### config.mk
export PLATFORM = sky130hd
export DESIGN_NAME = shared_array_double_stack_core_flat
export DESIGN_NICKNAME = d
export VERILOG_FILES = /design/src/hw/rtl/sads_pkg.sv /design/src/hw/rtl/sads_if.sv /design/src/hw/rtl/sads_ram.sv /design/src/hw/rtl/sads_ctrl.sv /design/src/hw/rtl/sads_dpath.sv /design/src/hw/rtl/shared_array_double_stack_core.sv /design/src/flat_wrapper.sv
export SDC_FILE = /design/constraint.sdc
export NUM_CORES = 1
export LEC_CHECK = 0
export ABC_CLOCK_PERIOD_IN_PS = 2700
export BUFFER_PORTS_ARGS = -buffer_cell sky130_fd_sc_hd__buf_2
export CAP_MARGIN = 20
export CORE_ASPECT_RATIO = 0.6
export CORE_MARGIN = 4
export CORE_UTILIZATION = 55
export CTS_CLUSTER_DIAMETER = 100
export DETAILED_ROUTE_END_ITERATION = 7
export GPL_ROUTABILITY_DRIVEN = 0
export PLACE_DENSITY_LB_ADDON = 0.15
export REMOVE_ABC_BUFFERS = 1
export SLEW_MARGIN = 20
export SYNTH_ARGS = -nofsm -noshare
export SYNTH_HDL_FRONTEND = slang
export SYNTH_SLANG_ARGS = --single-unit
export TNS_END_PERCENT = 50
### constraint.sdc
create_clock -name clock -period 2.7 [get_ports clock]
set_input_delay 0.27 -clock clock [delete_from_list [all_inputs] [get_ports clock]]
set_output_delay 0.27 -clock clock [all_outputs]
set_load 0.02 [all_outputs]
### src/hw/rtl/sads_pkg.sv
// shared types and codes for the shared array double stack
package sads_pkg;

   localparam int CMD_W    = 2;
   localparam int STATUS_W = 2;
   localparam int BYTE_W   = 8;
   localparam int COUNT_W  = 6;

   localparam logic [CMD_W-1:0] CMD_PUSH = 2'd0;
   localparam logic [CMD_W-1:0] CMD_POP  = 2'd1;
   localparam logic [CMD_W-1:0] CMD_PEEK = 2'd2;

   localparam logic [STATUS_W-1:0] STATUS_DONE  = 2'd0;
   localparam logic [STATUS_W-1:0] STATUS_FULL  = 2'd1;
   localparam logic [STATUS_W-1:0] STATUS_EMPTY = 2'd2;

   typedef enum logic {
      ST_IDLE,
      ST_READ
   } state_type;

   // controller to datapath
   typedef struct packed {
      logic accept;    // request beat taken this cycle
      logic load;      // write the response register
      logic from_ram;  // response carries the byte read from memory
   } ctl_cmd_type;

   // datapath to controller
   typedef struct packed {
      logic needs_read;  // offered request is a pop or peek on a nonempty side
   } dp_status_type;

endpackage

### src/hw/rtl/sads_if.sv
// request and response channel interfaces
interface sads_req_if;
   logic                          valid;
   logic                          ready;
   logic [sads_pkg::CMD_W-1:0]    cmd;
   logic                          side;
   logic [sads_pkg::BYTE_W-1:0]   push_value;

   modport source (output valid, output cmd, output side, output push_value, input ready);
   modport sink   (input valid, input cmd, input side, input push_value, output ready);
endinterface

interface sads_rsp_if;
   logic                          valid;
   logic                          ready;
   logic [sads_pkg::STATUS_W-1:0] status;
   logic [sads_pkg::BYTE_W-1:0]   read_value;
   logic [sads_pkg::COUNT_W-1:0]  low_count;
   logic [sads_pkg::COUNT_W-1:0]  high_count;
   logic                          low_empty;
   logic                          high_empty;

   modport source (output valid, output status, output read_value, output low_count,
                   output high_count, output low_empty, output high_empty, input ready);
   modport sink   (input valid, input status, input read_value, input low_count,
                   input high_count, input low_empty, input high_empty, output ready);
endinterface

### src/hw/rtl/sads_ram.sv
// generic single write port ram with registered read
module sads_ram #(
   parameter int WIDTH = 8,
   parameter int DEPTH = 32
) (
   input  logic                     clock,
   input  logic                     wr_en,
   input  logic [$clog2(DEPTH)-1:0] wr_addr,
   input  logic [WIDTH-1:0]         wr_data,
   input  logic                     rd_en,
   input  logic [$clog2(DEPTH)-1:0] rd_addr,
   output logic [WIDTH-1:0]         rd_data
);

   logic [WIDTH-1:0] mem_ff [DEPTH];
   logic [WIDTH-1:0] rd_data_ff;

   always_ff @(posedge clock) begin
      if (wr_en) begin
         mem_ff[wr_addr] <= wr_data;
      end
      if (rd_en) begin
         rd_data_ff <= mem_ff[rd_addr];
      end
   end

   assign rd_data = rd_data_ff;

endmodule

### src/hw/rtl/sads_ctrl.sv
// handshake controller for the double stack
module sads_ctrl (
   input  logic                    clock,
   input  logic                    reset,
   input  logic                    req_valid,
   output logic                    req_ready,
   output logic                    rsp_valid,
   input  logic                    rsp_ready,
   input  sads_pkg::dp_status_type dp_status,
   output sads_pkg::ctl_cmd_type   ctl_cmd
);

   sads_pkg::state_type state_ff, state_in;
   logic                rsp_valid_ff, rsp_valid_in;
   logic                out_free;
   logic                accept;

   // response register can take a new beat this cycle
   assign out_free = !rsp_valid_ff || rsp_ready;
   assign accept   = req_valid && req_ready;

   always_comb begin
      state_in = state_ff;
      unique case (state_ff)
         sads_pkg::ST_IDLE: begin
            if (accept && dp_status.needs_read) begin
               state_in = sads_pkg::ST_READ;
            end
         end
         sads_pkg::ST_READ: begin
            if (out_free) begin
               state_in = sads_pkg::ST_IDLE;
            end
         end
         default: state_in = sads_pkg::ST_IDLE;
      endcase
   end

   always_comb begin
      req_ready        = 1'b0;
      ctl_cmd.accept   = 1'b0;
      ctl_cmd.load     = 1'b0;
      ctl_cmd.from_ram = 1'b0;
      unique case (state_ff)
         sads_pkg::ST_IDLE: begin
            req_ready      = out_free;
            ctl_cmd.accept = accept;
            ctl_cmd.load   = accept && !dp_status.needs_read;
         end
         sads_pkg::ST_READ: begin
            ctl_cmd.load     = out_free;
            ctl_cmd.from_ram = 1'b1;
         end
         default: ;
      endcase
   end

   always_comb begin
      if (ctl_cmd.load) begin
         rsp_valid_in = 1'b1;
      end else if (rsp_ready) begin
         rsp_valid_in = 1'b0;
      end else begin
         rsp_valid_in = rsp_valid_ff;
      end
   end

   always_ff @(posedge clock) begin
      if (reset) begin
         state_ff     <= sads_pkg::ST_IDLE;
         rsp_valid_ff <= 1'b0;
      end else begin
         state_ff     <= state_in;
         rsp_valid_ff <= rsp_valid_in;
      end
   end

   assign rsp_valid = rsp_valid_ff;

endmodule

### src/hw/rtl/sads_dpath.sv
// fill counters, shared byte memory and response register
module sads_dpath #(
   parameter int DEPTH = 32
) (
   input  logic                            clock,
   input  logic                            reset,
   input  sads_pkg::ctl_cmd_type           ctl_cmd,
   output sads_pkg::dp_status_type         dp_status,
   input  logic [sads_pkg::CMD_W-1:0]      req_cmd,
   input  logic                            req_side,
   input  logic [sads_pkg::BYTE_W-1:0]     req_push_value,
   output logic [sads_pkg::STATUS_W-1:0]   rsp_status,
   output logic [sads_pkg::BYTE_W-1:0]     rsp_read_value,
   output logic [sads_pkg::COUNT_W-1:0]    rsp_low_count,
   output logic [sads_pkg::COUNT_W-1:0]    rsp_high_count,
   output logic                            rsp_low_empty,
   output logic                            rsp_high_empty
);

   localparam int AW = $clog2(DEPTH);
   localparam int CW = $clog2(DEPTH + 1);
   localparam int SW = CW + 1;
   localparam logic [CW-1:0] DEPTH_C = CW'(DEPTH);
   localparam logic [SW-1:0] DEPTH_S = SW'(DEPTH);
   localparam logic [CW-1:0] ONE_C   = CW'(1);

   logic [CW-1:0] low_fill_ff, low_fill_in;
   logic [CW-1:0] high_fill_ff, high_fill_in;

   logic [sads_pkg::STATUS_W-1:0] status_ff, status_in;
   logic [sads_pkg::BYTE_W-1:0]   read_ff, read_in;
   logic [sads_pkg::COUNT_W-1:0]  low_cnt_ff, high_cnt_ff;
   logic                          low_empty_ff, high_empty_ff;

   logic [SW-1:0] fill_sum;
   logic          full;
   logic          side_empty;
   logic          is_push, is_pop, is_peek;
   logic          push_ok, pop_ok;
   logic [sads_pkg::STATUS_W-1:0] op_status;

   logic [CW-1:0] wr_index, rd_index;
   logic [AW-1:0] wr_addr, rd_addr;
   logic          wr_en, rd_en;
   logic [sads_pkg::BYTE_W-1:0] ram_rd_data;

   logic [CW+sads_pkg::COUNT_W-1:0] low_ext, high_ext;

   assign is_push = (req_cmd == sads_pkg::CMD_PUSH);
   assign is_pop  = (req_cmd == sads_pkg::CMD_POP);
   assign is_peek = (req_cmd == sads_pkg::CMD_PEEK);

   assign fill_sum   = {1'b0, low_fill_ff} + {1'b0, high_fill_ff};
   assign full       = (fill_sum >= DEPTH_S);
   assign side_empty = req_side ? (high_fill_ff == '0) : (low_fill_ff == '0);

   assign push_ok = is_push && !full;
   assign pop_ok  = is_pop && !side_empty;

   assign dp_status.needs_read = (is_pop || is_peek) && !side_empty;

   always_comb begin
      if (is_push && full) begin
         op_status = sads_pkg::STATUS_FULL;
      end else if ((is_pop || is_peek) && side_empty) begin
         op_status = sads_pkg::STATUS_EMPTY;
      end else begin
         op_status = sads_pkg::STATUS_DONE;
      end
   end

   always_comb begin
      low_fill_in  = low_fill_ff;
      high_fill_in = high_fill_ff;
      if (ctl_cmd.accept) begin
         if (push_ok && !req_side) begin
            low_fill_in = low_fill_ff + ONE_C;
         end
         if (push_ok && req_side) begin
            high_fill_in = high_fill_ff + ONE_C;
         end
         if (pop_ok && !req_side) begin
            low_fill_in = low_fill_ff - ONE_C;
         end
         if (pop_ok && req_side) begin
            high_fill_in = high_fill_ff - ONE_C;
         end
      end
   end

   // low stack grows up from entry zero, high stack down from the last entry
   assign wr_index = req_side ? (DEPTH_C - ONE_C - high_fill_ff) : low_fill_ff;
   assign rd_index = req_side ? (DEPTH_C - high_fill_ff) : (low_fill_ff - ONE_C);
   assign wr_addr  = wr_index[AW-1:0];
   assign rd_addr  = rd_index[AW-1:0];
   assign wr_en    = ctl_cmd.accept && push_ok;
   assign rd_en    = ctl_cmd.accept && dp_status.needs_read;

   sads_ram #(
      .WIDTH (sads_pkg::BYTE_W),
      .DEPTH (DEPTH)
   ) u_store (
      .clock   (clock),
      .wr_en   (wr_en),
      .wr_addr (wr_addr),
      .wr_data (req_push_value),
      .rd_en   (rd_en),
      .rd_addr (rd_addr),
      .rd_data (ram_rd_data)
   );

   assign status_in = ctl_cmd.from_ram ? sads_pkg::STATUS_DONE : op_status;
   assign read_in   = ctl_cmd.from_ram ? ram_rd_data : '0;

   // count fields show the low bits of the fill
   assign low_ext  = {{sads_pkg::COUNT_W{1'b0}}, low_fill_in};
   assign high_ext = {{sads_pkg::COUNT_W{1'b0}}, high_fill_in};

   always_ff @(posedge clock) begin
      if (reset) begin
         low_fill_ff  <= '0;
         high_fill_ff <= '0;
      end else begin
         low_fill_ff  <= low_fill_in;
         high_fill_ff <= high_fill_in;
      end
   end

   always_ff @(posedge clock) begin
      if (ctl_cmd.load) begin
         status_ff     <= status_in;
         read_ff       <= read_in;
         low_cnt_ff    <= low_ext[sads_pkg::COUNT_W-1:0];
         high_cnt_ff   <= high_ext[sads_pkg::COUNT_W-1:0];
         low_empty_ff  <= (low_fill_in == '0);
         high_empty_ff <= (high_fill_in == '0);
      end
   end

   assign rsp_status     = status_ff;
   assign rsp_read_value = read_ff;
   assign rsp_low_count  = low_cnt_ff;
   assign rsp_high_count = high_cnt_ff;
   assign rsp_low_empty  = low_empty_ff;
   assign rsp_high_empty = high_empty_ff;

endmodule

### src/hw/rtl/shared_array_double_stack_core.sv
// top level of the shared array double stack
//
//  channel    dir   handshake              beat contents
//  req_chan   in    valid / ready          cmd, side, push_value
//  rsp_chan   out   valid / ready          status, read_value, low_count,
//                                          high_count, low_empty, high_empty
//
// push, refused ops and unused commands: one beat per cycle while the response drains
// pop or peek that hits a stack: no request is taken in the read state, which waits for the registered memory read
// reset clears both fill counts; memory contents stay undefined until pushed
// a response waits in the output register, and the next request is taken
// in the same cycle that register is freed or drained
module shared_array_double_stack_core #(
   parameter int DEPTH = 32
) (
   input  logic       clock,
   input  logic       reset,
   sads_req_if.sink   req_chan,
   sads_rsp_if.source rsp_chan
);

   sads_pkg::ctl_cmd_type   ctl_cmd;
   sads_pkg::dp_status_type dp_status;

   sads_ctrl u_ctrl (
      .clock     (clock),
      .reset     (reset),
      .req_valid (req_chan.valid),
      .req_ready (req_chan.ready),
      .rsp_valid (rsp_chan.valid),
      .rsp_ready (rsp_chan.ready),
      .dp_status (dp_status),
      .ctl_cmd   (ctl_cmd)
   );

   sads_dpath #(
      .DEPTH (DEPTH)
   ) u_dpath (
      .clock          (clock),
      .reset          (reset),
      .ctl_cmd        (ctl_cmd),
      .dp_status      (dp_status),
      .req_cmd        (req_chan.cmd),
      .req_side       (req_chan.side),
      .req_push_value (req_chan.push_value),
      .rsp_status     (rsp_chan.status),
      .rsp_read_value (rsp_chan.read_value),
      .rsp_low_count  (rsp_chan.low_count),
      .rsp_high_count (rsp_chan.high_count),
      .rsp_low_empty  (rsp_chan.low_empty),
      .rsp_high_empty (rsp_chan.high_empty)
   );

endmodule

### src/flat_wrapper.sv
// flat-port wrapper written by rule: the top's interface ports become plain ports
module shared_array_double_stack_core_flat 
#(
   parameter int DEPTH = 32
)
  (clock, reset, req_chan_valid, req_chan_cmd, req_chan_side, req_chan_push_value, req_chan_ready, rsp_chan_valid, rsp_chan_status, rsp_chan_read_value, rsp_chan_low_count, rsp_chan_high_count, rsp_chan_low_empty, rsp_chan_high_empty, rsp_chan_ready);
  sads_req_if req_chan_i ();
  sads_rsp_if rsp_chan_i ();
  input  logic clock;
  input  logic reset;
  input wire logic [$bits(req_chan_i.valid)-1:0] req_chan_valid;
  input wire logic [$bits(req_chan_i.cmd)-1:0] req_chan_cmd;
  input wire logic [$bits(req_chan_i.side)-1:0] req_chan_side;
  input wire logic [$bits(req_chan_i.push_value)-1:0] req_chan_push_value;
  output wire logic [$bits(req_chan_i.ready)-1:0] req_chan_ready;
  output wire logic [$bits(rsp_chan_i.valid)-1:0] rsp_chan_valid;
  output wire logic [$bits(rsp_chan_i.status)-1:0] rsp_chan_status;
  output wire logic [$bits(rsp_chan_i.read_value)-1:0] rsp_chan_read_value;
  output wire logic [$bits(rsp_chan_i.low_count)-1:0] rsp_chan_low_count;
  output wire logic [$bits(rsp_chan_i.high_count)-1:0] rsp_chan_high_count;
  output wire logic [$bits(rsp_chan_i.low_empty)-1:0] rsp_chan_low_empty;
  output wire logic [$bits(rsp_chan_i.high_empty)-1:0] rsp_chan_high_empty;
  input wire logic [$bits(rsp_chan_i.ready)-1:0] rsp_chan_ready;
  assign req_chan_i.valid = req_chan_valid;
  assign req_chan_i.cmd = req_chan_cmd;
  assign req_chan_i.side = req_chan_side;
  assign req_chan_i.push_value = req_chan_push_value;
  assign req_chan_ready = req_chan_i.ready;
  assign rsp_chan_valid = rsp_chan_i.valid;
  assign rsp_chan_status = rsp_chan_i.status;
  assign rsp_chan_read_value = rsp_chan_i.read_value;
  assign rsp_chan_low_count = rsp_chan_i.low_count;
  assign rsp_chan_high_count = rsp_chan_i.high_count;
  assign rsp_chan_low_empty = rsp_chan_i.low_empty;
  assign rsp_chan_high_empty = rsp_chan_i.high_empty;
  assign rsp_chan_i.ready = rsp_chan_ready;
  shared_array_double_stack_core #(.DEPTH(DEPTH)) u_core (.clock(clock), .reset(reset), .req_chan(req_chan_i), .rsp_chan(rsp_chan_i));
endmodule
==> metrics.md <==
| Metric | Value |
|---|---|
| Post-synth EDFFs | 288 |
| Htree depth | 1 |
| Hold/Removal Path Class | primary input to register |
| FF-to-FF path depth | 12 |
| Vias post-DR | 7495 |
| # rows | 42 |
| Fin Clk Skew | 11.1 ps |
| I/O Buffers | 40 |
| Asr flop ratio synth | 0 |
| Finished Layout Cells | 1208 |
| Chip Width | 204 um |
| DRT iter0 DRCs | 1241 |
| Register area share after synthesis | 0.705 |
| Die area | 0.0256 mm2 |
| Core Region | 0.0223 mm2 |
| Final Hold Violating Endpoints | 0 |
| Slew Viols, Final | 0 |
| Max-cap violation count | 0 |
| First-pass GRT wire length | 46.0 mm |
| WP data required | 3010 ps |
| Final setup viols | 2 |
| CP endpoint | u_core.u_dpath.u_store.rd_data[6] |
| RR Endpoint | u_core.u_dpath.u_store.rd_data[6] |
| Crit. End Element | register |
| VDD IR max | 585 uV |
| Pwr/cell area | 724 mW/mm2 |
| Start point of the critical path | u_core.u_dpath.low_fill_ff[0] |
| Detail Placement HPWL | 20.5 mm |
| Nets@finish | 911 |
| Total power draw | 11.3 mW |
| Detail-routed net length per standard cell | 26.6 um |
| I/O pin count | 41 |
| Vias per cell | 6.20 |
| # placed instances | 1135 |
| Maximum clock insertion buffer count | 3 |
| Fmax | 366 MHz |
| Antenna Diode Count | 0 |
| GRT overflow | 0 |
| Drt total wl | 32.1 mm |
| Initial antenna violation count | 0 |
| Area grow syn2layout | 23.0% |
| Area contributors post-synth | edfxtp_1, mux4_2, dfxtp_1 |
| Post-route ant nets | 0 |
| # clock sinks | 302 |
| Area of the mapped netlist | 0.0127 mm2 |
| WS Path Type | register to register |
| Post-synth top area share | 0.683 |
| Cts bufs inserted | 27 |
| Hold_ws | 57.2 ps |
| Clock latency on the worst-skew pair | 550 ps |
| Root Buffer | clkbuf_16 |
| Failing checks | negative setup slack |
| Largest net degree at the start of global routing | 33 |
| Cells after Synth | 725 |
| Pre-antenna DRT Iters | 7 |
| CTS tree | done |
| Crit Reg-Reg Startpoint | u_core.u_dpath.low_fill_ff[0] |
| Status | complete, but fails checks |
| Post-synth top flop | edfxtp_1 |
| Worst slew margin | 0.541 |
| DP Area | 0.0139 mm2 |
| Worst-path clk slew | 70 ps |
| Distinct cells, synth | 58 |
| Height of the die | 126 um |
| FF-to-FF setup slack | -30 ps |
| Initial Utilization | 0.567 |
| Period utilization | 1.01 |
| Post-Route Utilization | 0.698 |
| CP Data Arrival Time | 3040 ps |
| DRC | 0 |
| Final min period | 2730 ps |
| Design Area, Final | 0.0156 mm2 |
| Setup WS post-layout | -31.9 ps |
| All-layer global routing usage | 0.242 |
| Share of post-route cells with drive strength above 1 | 0.389 |
| Peak fanout along the critical path | 11 |
| Vias in the first global route | 7244 |
| Leakage | 5.46 nW |
| Critical Path Start Type | register |
| Avg Cell Area, Syn | 17.5 um2 |
| Worst-Margin Slew | 682 ps |
| Yosys warnings | 0 |
| Synth Register Bits | 302 |
| Post-synth top area cell | edfxtp_1 |
-- final cells by class --
class	count	area, um2
clock inverters	19	228
repair buffers	166	1570
inverters	16	65.1
fillers	1423	6750
multi-input cells	369	3720
flip-flops and latches	302	8940
well taps	308	385
clock buffers	28	679
-- metrics by stage --
step                      TNS (ps)  setup slack, ps
final                        -34.4            -31.9
after global routing          -967            -86.5
after CTS                        0             2.37
after detailed placement     -2770             -238
after global placement        -651             -158
after floorplan            -345690            -2510
-- worst max-delay path, stage by stage (launching register included) --
cell and delay [ps]:
dfxtp_4 390, inv_1 110, buf_4 170, ha_1 240, nand2b_1 210, a21oi_2 210
a21oi_4 50, buf_12 160, buf_12 130, clkbuf_16 180, mux2i_2 270, a21oi_1 120
mux2_2 260
-- logic make-up (layout without fill, tap and decap cells) --
kind of cell,Yosys count,in the layout,synth area share
buf+inv,54,229,0.0230
simple gates,170,170,0.0689
compound gates,85,85,0.0461
mux,89,89,0.134
xor+xnor,11,11,0.00820
fa+ha+maj,14,14,0.0144
flops,302,302,0.705
-- what timing repair did --
action / in CTS / in global routing
hold buffers: 0 / 0
setup endpoints to repair: 149 / 276
pin swaps: 4 / 13
resized for setup: 19 / 69
gates cloned: 3 / 3
buffers inserted: 5 / 15
-- power breakdown --
part	switching [mW]	internal, mW	leakage [nW]
combinational	1.09	0.908	2.30
clock	1.68	2.30	0.433
sequential	0.0429	5.25	2.73
total	2.82	8.46	5.46
-- how the worst min path moves through the flow --
stage | startpoint | to | slack (ps) | depth (start not counted)
3_3_place_gp | u_core.u_ctrl.rsp_valid | u_core.u_ctrl.rsp_valid | 510 | 2
5_1_grt | rsp_chan_ready | u_core.u_ctrl.state_ff | 70 | 4
2_1_floorplan | reset | u_core.u_ctrl.rsp_valid | 340 | 1
4_1_cts | rsp_chan_ready | u_core.u_ctrl.state_ff | 40 | 4
6_report | rsp_chan_ready | u_core.u_ctrl.state_ff | 60 | 4
3_5_place_dp | u_core.u_dpath.u_store.rd_data[0] | u_core.u_dpath.rsp_read_value[0] | 520 | 1
-- placed cells by master, fill, tap and decap left out, drive strengths merged, types with 8 or more instances in the layout --
cell,n
ha,13
nor2,54
mux2,9
buf,161
nand3,10
dfxtp,14
inv,16
mux4,64
a21oi,33
nor2b,27
clkbuf,31
edfxtp,288
mux2i,16
o21ai,8
a211oi,20
nand2,35
xnor2,9
clkinv,10
and2,11
-- state kept, by name, summed over array words and instances, names as in the netlist, 2 cells and up --
name,flops
u_core.u_dpath.u_store.mem_ff,256
u_core.u_dpath.rsp_status,2
u_core.u_dpath.rsp_high_count,6
u_core.u_dpath.u_store.rd_data,8
u_core.u_dpath.rsp_read_value,8
u_core.u_dpath.rsp_low_count,6
u_core.u_dpath.low_fill_ff,6
u_core.u_dpath.high_fill_ff,6
-- layer usage --
layer,global-route usage,share of wire,vias to the layer above
met5,0,0,-
met4,0.0416,0.017,0
met3,0.0795,0.11,51
met2,0.334,0.44,403
met1,0.387,0.44,3870
li1,-,-,3171
-- Yosys cell counts, drive strengths merged (6+ instances only) --
cell type  number
mux2            9
dfxtp          14
nand3          10
ha             13
xnor2           9
clkbuf         12
edfxtp        288
mux4           64
nor2           54
mux2i          16
a21oi          33
buf            26
a211oi         20
and2           11
nand2          35
nor3            7
nor2b          27
inv            15
o21ai           8
nor4            6
Power figures use the tool's default switching activity.
